$ cat src/rtl/bsa_pkg.sv
`timescale 1ns / 1ps

package bsa_pkg;

   localparam int SLOTS_DEFAULT     = 1024;
   localparam int WORD_BITS_DEFAULT = 32;

   localparam int INDEX_W  = 10;
   localparam int COUNT_W  = 11;
   localparam int STATUS_W = 2;
   localparam int COUNT_RESET = 1024;

   localparam int DIV_SHIFT  = 20;
   localparam int DIV_PROD_W = 31;

   typedef enum logic [0:0] {
      OP_ALLOC = 1'b0,
      OP_FREE  = 1'b1
   } op_type;

   typedef enum logic [STATUS_W-1:0] {
      STATUS_OK    = 2'd0,
      STATUS_FULL  = 2'd1,
      STATUS_RANGE = 2'd2
   } status_type;

   typedef enum logic [6:0] {
      ST_CLEAR = 7'b0000001,
      ST_IDLE  = 7'b0000010,
      ST_SCAN  = 7'b0000100,
      ST_DIV   = 7'b0001000,
      ST_RD    = 7'b0010000,
      ST_FREE  = 7'b0100000,
      ST_DONE  = 7'b1000000
   } state_type;

endpackage

$ cat src/rtl/bsa_ram.sv
`timescale 1ns / 1ps

module bsa_ram #(
   parameter int WIDTH = 32,
   parameter int DEPTH = 32
) (
   input  logic                                      clock,
   input  logic                                      wr_en,
   input  logic [((DEPTH > 1) ? $clog2(DEPTH) : 1)-1:0] wr_addr,
   input  logic [WIDTH-1:0]                          wr_data,
   input  logic [((DEPTH > 1) ? $clog2(DEPTH) : 1)-1:0] rd_addr,
   output logic [WIDTH-1:0]                          rd_data
);

   logic [WIDTH-1:0] mem_ff [DEPTH];
   logic [WIDTH-1:0] rd_data_ff;

   always_ff @(posedge clock) begin
      if (wr_en) begin
         mem_ff[wr_addr] <= wr_data;
      end
      rd_data_ff <= mem_ff[rd_addr];
   end

   assign rd_data = rd_data_ff;

endmodule

$ cat src/rtl/bitmap_slot_allocator_unit.sv
`timescale 1ns / 1ps

// Slot allocator over a used-bit bitmap kept in a RAM of ceil(SLOTS/WORD_BITS) words.
// An allocate scans the words from the lowest upward through one shared find-first-zero
// unit, one word per cycle behind the registered RAM read, and takes the lowest free slot
// of the first word that has one; if none has, it answers with the full status.
// A free splits the index by reciprocal multiply, then reads, clears and writes the word;
// an out-of-range free skips the RAM. One transaction is in flight at a time; a
// result waits in the output register while the next request is accepted.
// After reset and after every write of the slot count the RAM is swept clear,
// one word per cycle, and no request is accepted during that pass.
// Slots at or above the count read as used without being stored.

module bitmap_slot_allocator_unit #(
   parameter int SLOTS     = bsa_pkg::SLOTS_DEFAULT,
   parameter int WORD_BITS = bsa_pkg::WORD_BITS_DEFAULT
) (
   input  logic        clock,
   input  logic        reset,

   input  logic        csr_wr_en,
   input  logic [10:0] csr_wr_data,   // slot_count

   input  logic        req_tvalid,
   output logic        req_tready,
   input  logic [15:0] req_tdata,     // [9:0] slot_index
   input  logic [0:0]  req_tuser,     // [0] operation

   output logic        rsp_tvalid,
   input  logic        rsp_tready,
   output logic [15:0] rsp_tdata,     // [9:0] slot_index_res
   output logic [1:0]  rsp_tuser      // [1:0] status
);

   localparam int NWORDS = (SLOTS + WORD_BITS - 1) / WORD_BITS;
   localparam int AW     = (NWORDS > 1) ? $clog2(NWORDS) : 1;
   localparam int WCW    = $clog2(NWORDS + 1);
   localparam int SPAN_W = $clog2(NWORDS * WORD_BITS + 1);
   localparam int CW     = (SPAN_W > bsa_pkg::COUNT_W) ? SPAN_W : bsa_pkg::COUNT_W;
   localparam int BW     = $clog2(WORD_BITS);
   localparam int DIV_MULT = ((1 << bsa_pkg::DIV_SHIFT) + WORD_BITS - 1) / WORD_BITS;
   localparam int COUNT_INIT =
      (bsa_pkg::COUNT_RESET > SLOTS) ? SLOTS : bsa_pkg::COUNT_RESET;
   localparam int PW = bsa_pkg::DIV_PROD_W;

   bsa_pkg::state_type state_ff, state_in;

   logic [CW-1:0]                count_ff, count_in;
   logic [AW-1:0]                clr_ff, clr_in;
   logic [WCW-1:0]               word_ff, word_in;
   logic [AW-1:0]                chk_ff, chk_in;
   logic                         pend_ff, pend_in;
   logic [bsa_pkg::INDEX_W-1:0]  idx_ff, idx_in;
   logic [AW-1:0]                quot_ff, quot_in;
   logic [BW-1:0]                bit_ff, bit_in;
   logic [bsa_pkg::INDEX_W-1:0]  res_idx_ff, res_idx_in;
   bsa_pkg::status_type          res_status_ff, res_status_in;

   logic                         rsp_valid_ff, rsp_valid_in;
   logic [bsa_pkg::INDEX_W-1:0]  rsp_idx_ff, rsp_idx_in;
   bsa_pkg::status_type          rsp_status_ff, rsp_status_in;

   logic                  ram_wr_en;
   logic [AW-1:0]         ram_wr_addr;
   logic [WORD_BITS-1:0]  ram_wr_data;
   logic [AW-1:0]         ram_rd_addr;
   logic [WORD_BITS-1:0]  ram_rd_data;

   logic                  issue;
   logic [CW-1:0]         base;
   logic [WORD_BITS-1:0]  beyond;
   logic [WORD_BITS-1:0]  free_bits;
   logic [WORD_BITS-1:0]  low_bit;
   logic [BW-1:0]         low_enc;
   logic [CW-1:0]         grant_slot;
   logic [PW-1:0]         div_prod;
   logic [CW-1:0]         rem_full;
   logic [CW-1:0]         req_idx_ext;
   logic                  req_out_of_range;
   logic                  out_free;

   bsa_ram #(
      .WIDTH (WORD_BITS),
      .DEPTH (NWORDS)
   ) u_bitmap (
      .clock   (clock),
      .wr_en   (ram_wr_en),
      .wr_addr (ram_wr_addr),
      .wr_data (ram_wr_data),
      .rd_addr (ram_rd_addr),
      .rd_data (ram_rd_data)
   );

   assign issue = (state_ff == bsa_pkg::ST_SCAN) && (word_ff < WCW'(NWORDS));
   assign ram_rd_addr = issue ? word_ff[AW-1:0] : quot_ff;

   assign base = CW'(chk_ff) * CW'(WORD_BITS);

   always_comb begin
      for (int b = 0; b < WORD_BITS; b++) begin
         beyond[b] = (base + CW'(b)) >= count_ff;
      end
   end

   assign free_bits = ~(ram_rd_data | beyond);
   assign low_bit   = free_bits & (~free_bits + WORD_BITS'(1));

   always_comb begin
      low_enc = '0;
      for (int b = 0; b < WORD_BITS; b++) begin
         if (low_bit[b]) begin
            low_enc = low_enc | BW'(b);
         end
      end
   end

   assign grant_slot = base + CW'(low_enc);
   assign div_prod   = PW'(idx_ff) * PW'(DIV_MULT);
   assign rem_full   = CW'(idx_ff) - CW'(quot_ff) * CW'(WORD_BITS);

   assign req_idx_ext      = CW'(req_tdata[bsa_pkg::INDEX_W-1:0]);
   assign req_out_of_range = (req_idx_ext >= count_ff) || (req_idx_ext >= CW'(SLOTS));
   assign out_free         = !rsp_valid_ff || rsp_tready;

   always_comb begin
      state_in      = state_ff;
      count_in      = count_ff;
      clr_in        = clr_ff;
      word_in       = word_ff;
      chk_in        = chk_ff;
      pend_in       = 1'b0;
      idx_in        = idx_ff;
      quot_in       = quot_ff;
      bit_in        = bit_ff;
      res_idx_in    = res_idx_ff;
      res_status_in = res_status_ff;
      rsp_valid_in  = rsp_valid_ff && !rsp_tready;
      rsp_idx_in    = rsp_idx_ff;
      rsp_status_in = rsp_status_ff;
      ram_wr_en     = 1'b0;
      ram_wr_addr   = clr_ff;
      ram_wr_data   = '0;

      case (state_ff)
         bsa_pkg::ST_CLEAR: begin
            ram_wr_en = 1'b1;
            clr_in    = clr_ff + AW'(1);
            if (clr_ff == AW'(NWORDS - 1)) begin
               state_in = bsa_pkg::ST_IDLE;
            end
         end
         bsa_pkg::ST_IDLE: begin
            if (req_tvalid) begin
               idx_in = req_tdata[bsa_pkg::INDEX_W-1:0];
               if (req_tuser[0] == bsa_pkg::OP_ALLOC) begin
                  word_in  = '0;
                  state_in = bsa_pkg::ST_SCAN;
               end else if (req_out_of_range) begin
                  res_idx_in    = req_tdata[bsa_pkg::INDEX_W-1:0];
                  res_status_in = bsa_pkg::STATUS_RANGE;
                  state_in      = bsa_pkg::ST_DONE;
               end else begin
                  state_in = bsa_pkg::ST_DIV;
               end
            end
         end
         bsa_pkg::ST_SCAN: begin
            if (issue) begin
               word_in = word_ff + WCW'(1);
               chk_in  = word_ff[AW-1:0];
               pend_in = 1'b1;
            end
            if (pend_ff) begin
               if (free_bits != '0) begin
                  ram_wr_en     = 1'b1;
                  ram_wr_addr   = chk_ff;
                  ram_wr_data   = ram_rd_data | low_bit;
                  res_idx_in    = grant_slot[bsa_pkg::INDEX_W-1:0];
                  res_status_in = bsa_pkg::STATUS_OK;
                  state_in      = bsa_pkg::ST_DONE;
               end else if (!issue) begin
                  res_idx_in    = '0;
                  res_status_in = bsa_pkg::STATUS_FULL;
                  state_in      = bsa_pkg::ST_DONE;
               end
            end
         end
         bsa_pkg::ST_DIV: begin
            quot_in  = AW'(div_prod >> bsa_pkg::DIV_SHIFT);
            state_in = bsa_pkg::ST_RD;
         end
         bsa_pkg::ST_RD: begin
            bit_in   = rem_full[BW-1:0];
            state_in = bsa_pkg::ST_FREE;
         end
         bsa_pkg::ST_FREE: begin
            ram_wr_en     = 1'b1;
            ram_wr_addr   = quot_ff;
            ram_wr_data   = ram_rd_data & ~(WORD_BITS'(1) << bit_ff);
            res_idx_in    = idx_ff;
            res_status_in = bsa_pkg::STATUS_OK;
            state_in      = bsa_pkg::ST_DONE;
         end
         bsa_pkg::ST_DONE: begin
            if (out_free) begin
               rsp_valid_in  = 1'b1;
               rsp_idx_in    = res_idx_ff;
               rsp_status_in = res_status_ff;
               state_in      = bsa_pkg::ST_IDLE;
            end
         end
         default: begin
            state_in = bsa_pkg::ST_CLEAR;
            clr_in   = '0;
         end
      endcase

      if (csr_wr_en) begin
         count_in = (CW'(csr_wr_data) > CW'(SLOTS)) ? CW'(SLOTS) : CW'(csr_wr_data);
         clr_in   = '0;
         state_in = bsa_pkg::ST_CLEAR;
      end
   end

   always_ff @(posedge clock) begin
      if (reset) begin
         state_ff     <= bsa_pkg::ST_CLEAR;
         count_ff     <= CW'(COUNT_INIT);
         clr_ff       <= '0;
         pend_ff      <= 1'b0;
         rsp_valid_ff <= 1'b0;
      end else begin
         state_ff     <= state_in;
         count_ff     <= count_in;
         clr_ff       <= clr_in;
         pend_ff      <= pend_in;
         rsp_valid_ff <= rsp_valid_in;
      end
   end

   always_ff @(posedge clock) begin
      word_ff       <= word_in;
      chk_ff        <= chk_in;
      idx_ff        <= idx_in;
      quot_ff       <= quot_in;
      bit_ff        <= bit_in;
      res_idx_ff    <= res_idx_in;
      res_status_ff <= res_status_in;
      rsp_idx_ff    <= rsp_idx_in;
      rsp_status_ff <= rsp_status_in;
   end

   assign req_tready = (state_ff == bsa_pkg::ST_IDLE);
   assign rsp_tvalid = rsp_valid_ff;
   assign rsp_tdata  = 16'(rsp_idx_ff);
   assign rsp_tuser  = rsp_status_ff;

   a_clear_blocks: assert property (@(posedge clock) disable iff (reset)
      (state_ff == bsa_pkg::ST_CLEAR) |-> !req_tready)
      else $error("request accepted during clearing pass");

   a_accept_leaves_idle: assert property (@(posedge clock) disable iff (reset)
      (req_tvalid && req_tready && !csr_wr_en) |=> (state_ff != bsa_pkg::ST_IDLE))
      else $error("accepted request did not start work");

   a_rsp_from_done: assert property (@(posedge clock) disable iff (reset)
      $rose(rsp_valid_ff) |-> $past(state_ff == bsa_pkg::ST_DONE))
      else $error("response raised outside completion");

   a_full_zero_index: assert property (@(posedge clock) disable iff (reset)
      (rsp_valid_ff && (rsp_status_ff == bsa_pkg::STATUS_FULL)) |-> (rsp_idx_ff == '0))
      else $error("full response carries a slot index");

endmodule

$ cat config.mk
export PLATFORM = sky130hd
export DESIGN_NAME = bitmap_slot_allocator_unit
export DESIGN_NICKNAME = d
export VERILOG_FILES = /design/src/rtl/bsa_pkg.sv /design/src/rtl/bsa_ram.sv /design/src/rtl/bitmap_slot_allocator_unit.sv
export SDC_FILE = /design/constraint.sdc
export NUM_CORES = 2
export LEC_CHECK = 0
export BUFFER_PORTS_ARGS = -buffer_cell sky130_fd_sc_hd__buf_4
export CORE_ASPECT_RATIO = 1.5
export CORE_MARGIN = 2
export CORE_UTILIZATION = 65
export CTS_BUF_LIST = sky130_fd_sc_hd__clkbuf_8
export DETAILED_ROUTE_END_ITERATION = 8
export GPL_ROUTABILITY_DRIVEN = 1
export PLACE_DENSITY = 0.85
export SYNTH_ARGS = -nofsm -noshare
export SYNTH_HDL_FRONTEND = slang
export SYNTH_SLANG_ARGS = --single-unit
$ cat constraint.sdc
create_clock -name clock -period 6.8 [get_ports clock]
set_input_delay 1.02 -clock clock [delete_from_list [all_inputs] [get_ports clock]]
set_output_delay 1.02 -clock clock [all_outputs]
set_load 0.03 [all_outputs]
==> Yosys cells after proc, flatten, opt, wreduce, memory -nomap -nowiden <==
Memories as Yosys holds them, arrays and structs flattened. A register that Yosys moved wholly into a read port is not among the register bits.
Cells that the tools add are included.
{ "word_totals": {"memories": 1, "word_cells": 268, "ramBits": 1024, "reg_bits": 80} }
{ "classes": {"n_shift": 1, "bitwise_logic": 8, "eq_ne": 17, "magnitude_cmp": 36, "n_reduce_logical": 19, "muxes": 136, "addsub": 36} }
{ "mem_list": {"columns": ["name", "words", "width", "read_ports", "rd_clocked_by_memory_dff", "write_ports", "line", "source"], "rows": [
  ["u_bitmap.mem_ff", 32, 32, 1, 1, 1, "bsa_ram.sv:15", "logic [WIDTH-1:0] mem_ff [DEPTH];"]
]} }
{ "op_table": {"columns": ["op", "n"], "rows": [
  ["$ge 11x11->1", 31],
  ["$mux 10", 22],
  ["$add 10x5->11 const B", 16],
  ["$mux 32", 5],
  ["$mux 7", 22],
  ["$mux 5", 24],
  ["$not 32->32", 3],
  ["$add 10x4->11 const B", 8],
  ["$and 32x32->32", 2],
  ["$or 32x32->32", 2],
  ["$pmux 32 s2", 1],
  ["$pmux 7 s7", 1],
  ["$add 10x3->11 const B", 4],
  ["$mux 2", 22],
  ["$mux 6", 7],
  ["$add 32x1->32 const B", 1],
  ["$mux 4", 8],
  ["$reduce_bool 32->1", 1],
  ["$shl 1x5->32 const A", 1],
  ["$pmux 10 s3", 1],
  ["$add 10x2->11 const B", 2],
  ["$ge 10x11->1", 2],
  ["$pmux 5 s2", 2],
  ["$mux 1", 13],
  ["36 further kinds", 52]
]} }

==> Depth between registers and ports, before layout <==
{ "depth": {"ltp_word": 45, "depth_mapped": 16, "mapped_depth_nobuf": 11} }

==> Cells and area by module <==
A second synthesis with hierarchy kept.
{ "unflattened": {"hier_cells": 2910, "hier_area_um2": 46425.8} }
{ "modules_own_cells": {"columns": ["mod", "cells_each", "seq_area_each_um2", "area_per_inst_um2", "instances"], "rows": [
  ["bsa_ram", 2260, 31390.1, 40493.8, 1],
  ["bitmap_slot_allocator_unit", 650, 2152.1, 5931.9, 1]
]} }

==> Worst setup path after synthesis <==
Ideal clock, no wire load.
{ "synth_timing": {"kind": "reg2reg", "startpoint": "register chk_ff[1]", "endpoint": "memory u_bitmap.mem_ff[23][0] (enable)", "stages_incl_launch_ff": 14, "setup_time_ns": 0.461, "slack_ns": 0.978, "n_path_buf": 3, "required_time_ns": 6.339, "arrival_ns": 5.361, "cell_sequence": "edfxtp_1 > ha_1 > and4b_1 > clkbuf_1 > a31o_2 > and3_4 > a311o_1 > and3_1 > buf_6 > a2111oi_4 > a211oi_1 > or3b_1 > buf_4 > nor3_1"} }
{ "synth_between": {"elab_chain_len": 13, "elab_cells_between_ends": 80, "classes_between": "31 x add/sub; 32 x order compare; 14 x mux; 2 x bitwise; 1 x reduce/logical"} }
{ "synth_lines": {"columns": ["item", "line", "source"], "rows": [
  ["start, declared", "bitmap_slot_allocator_unit.sv:51", "logic [AW-1:0] chk_ff, chk_in;"],
  ["start signal, assigned", "bitmap_slot_allocator_unit.sv:243", "chk_ff <= chk_in;"],
  ["$add 10x1->11, or another cell as far along", "bitmap_slot_allocator_unit.sv:101", "beyond[b] = (base + CW'(b)) >= count_ff;"],
  ["$ge 11x11->1", "bitmap_slot_allocator_unit.sv:101", null],
  ["$or 32x32->32", "bitmap_slot_allocator_unit.sv:105", "assign free_bits = ~(ram_rd_data | beyond);"],
  ["$not 32->32", "bitmap_slot_allocator_unit.sv:105", null],
  ["$reduce_bool 32->1", "bitmap_slot_allocator_unit.sv:174", "if (free_bits != '0) begin"],
  ["$mux 1", "bitmap_slot_allocator_unit.sv:174", null],
  ["$mux 1", "bitmap_slot_allocator_unit.sv:173", "if (pend_ff) begin"],
  ["$mux 1", "bitmap_slot_allocator_unit.sv:144", "case (state_ff)"],
  ["$mux 1", "bitmap_slot_allocator_unit.sv:173", null],
  ["$mux 1", "bitmap_slot_allocator_unit.sv:144", null],
  ["$pmux 1 s2", "bitmap_slot_allocator_unit.sv:144", null],
  ["$mux 1", "bsa_ram.sv:19", "if (wr_en) begin"],
  ["$mux 1 (implied by the code)", "bsa_ram.sv:20", "mem_ff[wr_addr] <= wr_data;"],
  ["end, declared", "bsa_ram.sv:15", null]
]} }
Several ways; a longest one is shown, not always the timed one. The select of a mux whose other input is x is not followed.

==> Worst setup path in the final report <==
{ "layout_timing": {"startpoint": "register chk_ff[2]", "endpoint": "memory u_bitmap.mem_ff[7][23] (enable)"} }
The elaborated chain is that of the path after synthesis.

==> reports/metrics.csv <==
stage;metric;value;unit
synth;synth-xor-area-share;0.0768;%
worst_setup_path;r2r-start;chk_ff[2]$_DFFE_PP_;
synth;synth-compound-area-share;3.21;%
worst_setup_path;cp_max_fo;22;
synth;netlist_area;45600;um2
cts;cts_setup_buffers;0;
outcome;status;completed;
synth;synthArstFlopShare;0;%
placed_design;pre_cts_ws;1.39;ns
worst_setup_path;start_kind;register;
worst_setup_path;path_class;register to register;
power;powerDensity;249;nW/um2
global_routing;grt_usage;31.7;%
cts;cts_sinks;1136;
floorplan;design.core.area;69800;um2
synth;avgSynthCellArea;19.8;um2
synth;synthAdderAreaFrac;0.521;%
min_path;hold_class;register to register;
min_path;min_from;res_idx_ff[9]$_DFFE_PP_;
synth;synth_mux_area_share;17.7;%
placed_design;place_hpwl;69.3;mm
synth;netlist_instances;2303;
route;num_vias;24100;
timing;fmax;181;MHz
cts;clock_latency;0.80;ns
route;via_per_inst;6.84;
timing;slew_headroom;8.89;%
cts;ctsResizeCount;0;
timing;setup_viol;0;
route;ant_nets;0;
layout;drive_gt1_share;27.3;%
layout;layout_common_cells;edfxtp_1, mux4_2, mux2i_1, clkbuf_8, buf_4;
global_routing;grt_max_degree;72;
layout;fillCellCount;3738;
worst_setup_path;worstPathRequired;7.27;ns
timing;rsz0062_at_grt;no;
power;total_power;12.7;mW
worst_setup_path;cp-end-kind;register;
timing;fin_crit_sh;81.2;%
route;wire_per_inst;31.7;um
worst_setup_path;critPathArrivalTime;5.99;ns
synth;synth-edff-count;1079;
global_routing;grt_pass1_wl;163;mm
cts;cts_tree;yes;
synth;ys.flop_type;edfxtp_1;
route;dr.pass1.iters;6;
timing;fin_skew;0.0448;ns
timing;slew_violations;0;
global_routing;gr-total-overflow;0;
synth;synth_top_family_by_area;multiplexers;
layout;finalNetCount;2533;
route;drt_iter0_markers;2574;
floorplan;die_y;328;um
floorplan;initial_core_util;65.3;%
floorplan;fp.dieW;220;um
layout;syn2layout_area_growth;11.7;%
worst_setup_path;reg2reg_slack;1.28;ns
global_routing;antenna_found_initial;6;
cts;clockBufferDepth;3;
floorplan;core.rowCount;119;
power;p_leak;16.7;nW
synth;yosysUniqueCellTypes;84;
worst_setup_path;crit_path_start;chk_ff[2]$_DFFE_PP_;
synth;yosysSeqAreaShare;73.5;%
layout;final_common_cell;edfxtp_1;
timing;setup_tns;0;ns
cts;cts_root_buf;clkbuf_8;
timing;worst_slack;1.28;ns
synth;synth-simple-area-share;3.45;%
floorplan;pin_count;53;
route;drc;0;
global_routing;grt_pass1_vias;25200;
cts;numCtsBuffers;154;
layout;postLayoutCoreUtil;73.0;%
cts;h-tree-depth;4;
synth;yosys_register_bits;1136;
placed_design;gp_congestion;0.965;
cts;cts.clk_slew.worst_paths;0.07;ns
timing;hold_viol;0;
run;cap_violations;0;
power;peakVddDrop;0.206;mV
timing;worst_slew_pin_slew;1.37;ns
route;wl;111;mm
placed_design;port_buffers;40;
floorplan;dieArea;72400;um2
cts;ctsHoldBuffers;0;
timing;min_period;5.52;ns
synth;synth_warnings;0;
-- path summary, 6_finish.rpt --
| check | to | cells after the start |
|---|---|---|
| worst min-delay path | rsp_idx_ff[9]$_DFFE_PP_ | 0 |
| worst max register to register | u_bitmap.mem_ff[7][23]$_DFFE_PP_ | 14 |
| worst min register to register | rsp_idx_ff[9]$_DFFE_PP_ | 0 |
| worst max-delay path | u_bitmap.mem_ff[7][23]$_DFFE_PP_ | 14 |
-- routing by layer --
layer  GRT usage [%]  up-vias  wire length [um]
li1                -     9893                 -
met1            38.7    12400             38100
met2            54.1     1399             58500
met3            6.31      320              9010
met4            16.0        6              5660
met5               0        -                42
-- power by group --
part / switching [mW] / leakage, nW / internal, mW / total (mW)
sequential: 0.0134 / 10.2 / 7.57 / 7.59
clock: 2.53 / 1.70 / 2.43 / 4.96
combinational: 0.0965 / 4.80 / 0.0495 / 0.146
total: 2.64 / 16.7 / 10.1 / 12.7
-- metrics by stage --
stage,cell area (um2),cells,hold slack [ns]
floorplan,45600,2308,0.400
global placement,48000,3232,0.402
detailed placement,48000,3232,0.407
CTS,50900,3511,0.367
global route,51000,3513,0.402
finish,51000,3516,0.402
-- cells in the mapped netlist (4+ instances only) --
cell | count | share of area (%)
a211oi_1 | 5 | 0.082
a21oi_1 | 44 | 0.48
a221oi_1 | 4 | 0.077
a222oi_1 | 5 | 0.11
a22o_1 | 11 | 0.21
a22oi_1 | 8 | 0.13
a31o_2 | 7 | 0.13
a31oi_1 | 19 | 0.26
and2_1 | 6 | 0.082
and3_1 | 8 | 0.11
and3b_1 | 4 | 0.077
buf_1 | 18 | 0.15
buf_2 | 34 | 0.37
buf_4 | 10 | 0.16
buf_6 | 4 | 0.099
clkbuf_1 | 57 | 0.47
dfxtp_1 | 57 | 2.5
edfxtp_1 | 1079 | 71
ha_1 | 19 | 0.52
inv_1 | 27 | 0.22
mux2_2 | 32 | 0.79
mux2i_1 | 197 | 4.3
mux4_2 | 256 | 13
nand2_1 | 72 | 0.59
nand2b_1 | 10 | 0.14
nand3_1 | 18 | 0.20
nand3b_1 | 9 | 0.15
nor2_1 | 55 | 0.45
nor2b_1 | 14 | 0.19
nor3_1 | 36 | 0.39
nor3_2 | 4 | 0.088
nor3b_1 | 6 | 0.099
nor4_1 | 9 | 0.12
o2111ai_1 | 6 | 0.12
o211ai_1 | 8 | 0.13
o21a_1 | 4 | 0.066
o21ai_0 | 61 | 0.67
or2_2 | 5 | 0.069
or3_1 | 7 | 0.096
or4_1 | 5 | 0.082
-- sequential cells by signal, indices dropped and copies added, names as in the netlist --
register	count
u_bitmap.mem_ff	1024
u_bitmap.rd_data	32
count_ff	11
idx_ff	10
res_idx_ff	10
rsp_idx_ff	10
state_ff	7
word_ff	6
bit_ff	5
chk_ff	5
clr_ff	5
quot_ff	5
res_status_ff	2
rsp_tuser	2
pend_ff	1
rsp_tvalid	1
-- worst max-delay path: stages (launching register included) --
cell and delay, ns:
edfxtp_1 0.47, ha_1 0.33, and4b_1 0.20, buf_4 0.28
buf_4 0.25, a31oi_2 0.17, or4_4 0.61, o211ai_2 0.31
and3_1 0.26, nand3_1 0.09, a21oi_1 0.63, o21ai_0 0.23
buf_4 0.20, nor3_4 0.83, buf_12 0.27
-- cell families (layout without fill, tap and decap cells) --
| logic type | Yosys count | after routing |
|---|---|---|
| adder cells (fa/ha/maj) | 19 | 19 |
| AO/OA/AOI/OAI | 216 | 216 |
| other | 1 | 11 |
| flip-flops | 1136 | 1136 |
| XOR/XNOR | 4 | 4 |
| multiplexers | 485 | 485 |
| buffers and inverters | 150 | 446 |
| AND/OR/NAND/NOR | 292 | 292 |
-- layout make-up --
class / count / area (um2) / share of cell area (%)
clock inverters: 121 / 747 / 1.47
diodes: 5 / 12.5 / 0.0246
flip-flops and latches: 1136 / 33500 / 65.8
inverters: 27 / 101 / 0.199
well taps: 907 / 1130 / 2.23
clock buffers: 158 / 2170 / 4.27
repair buffers: 140 / 1490 / 2.92
multi-input cells: 1022 / 11800 / 23.1
Power figures use the tool's default switching activity.
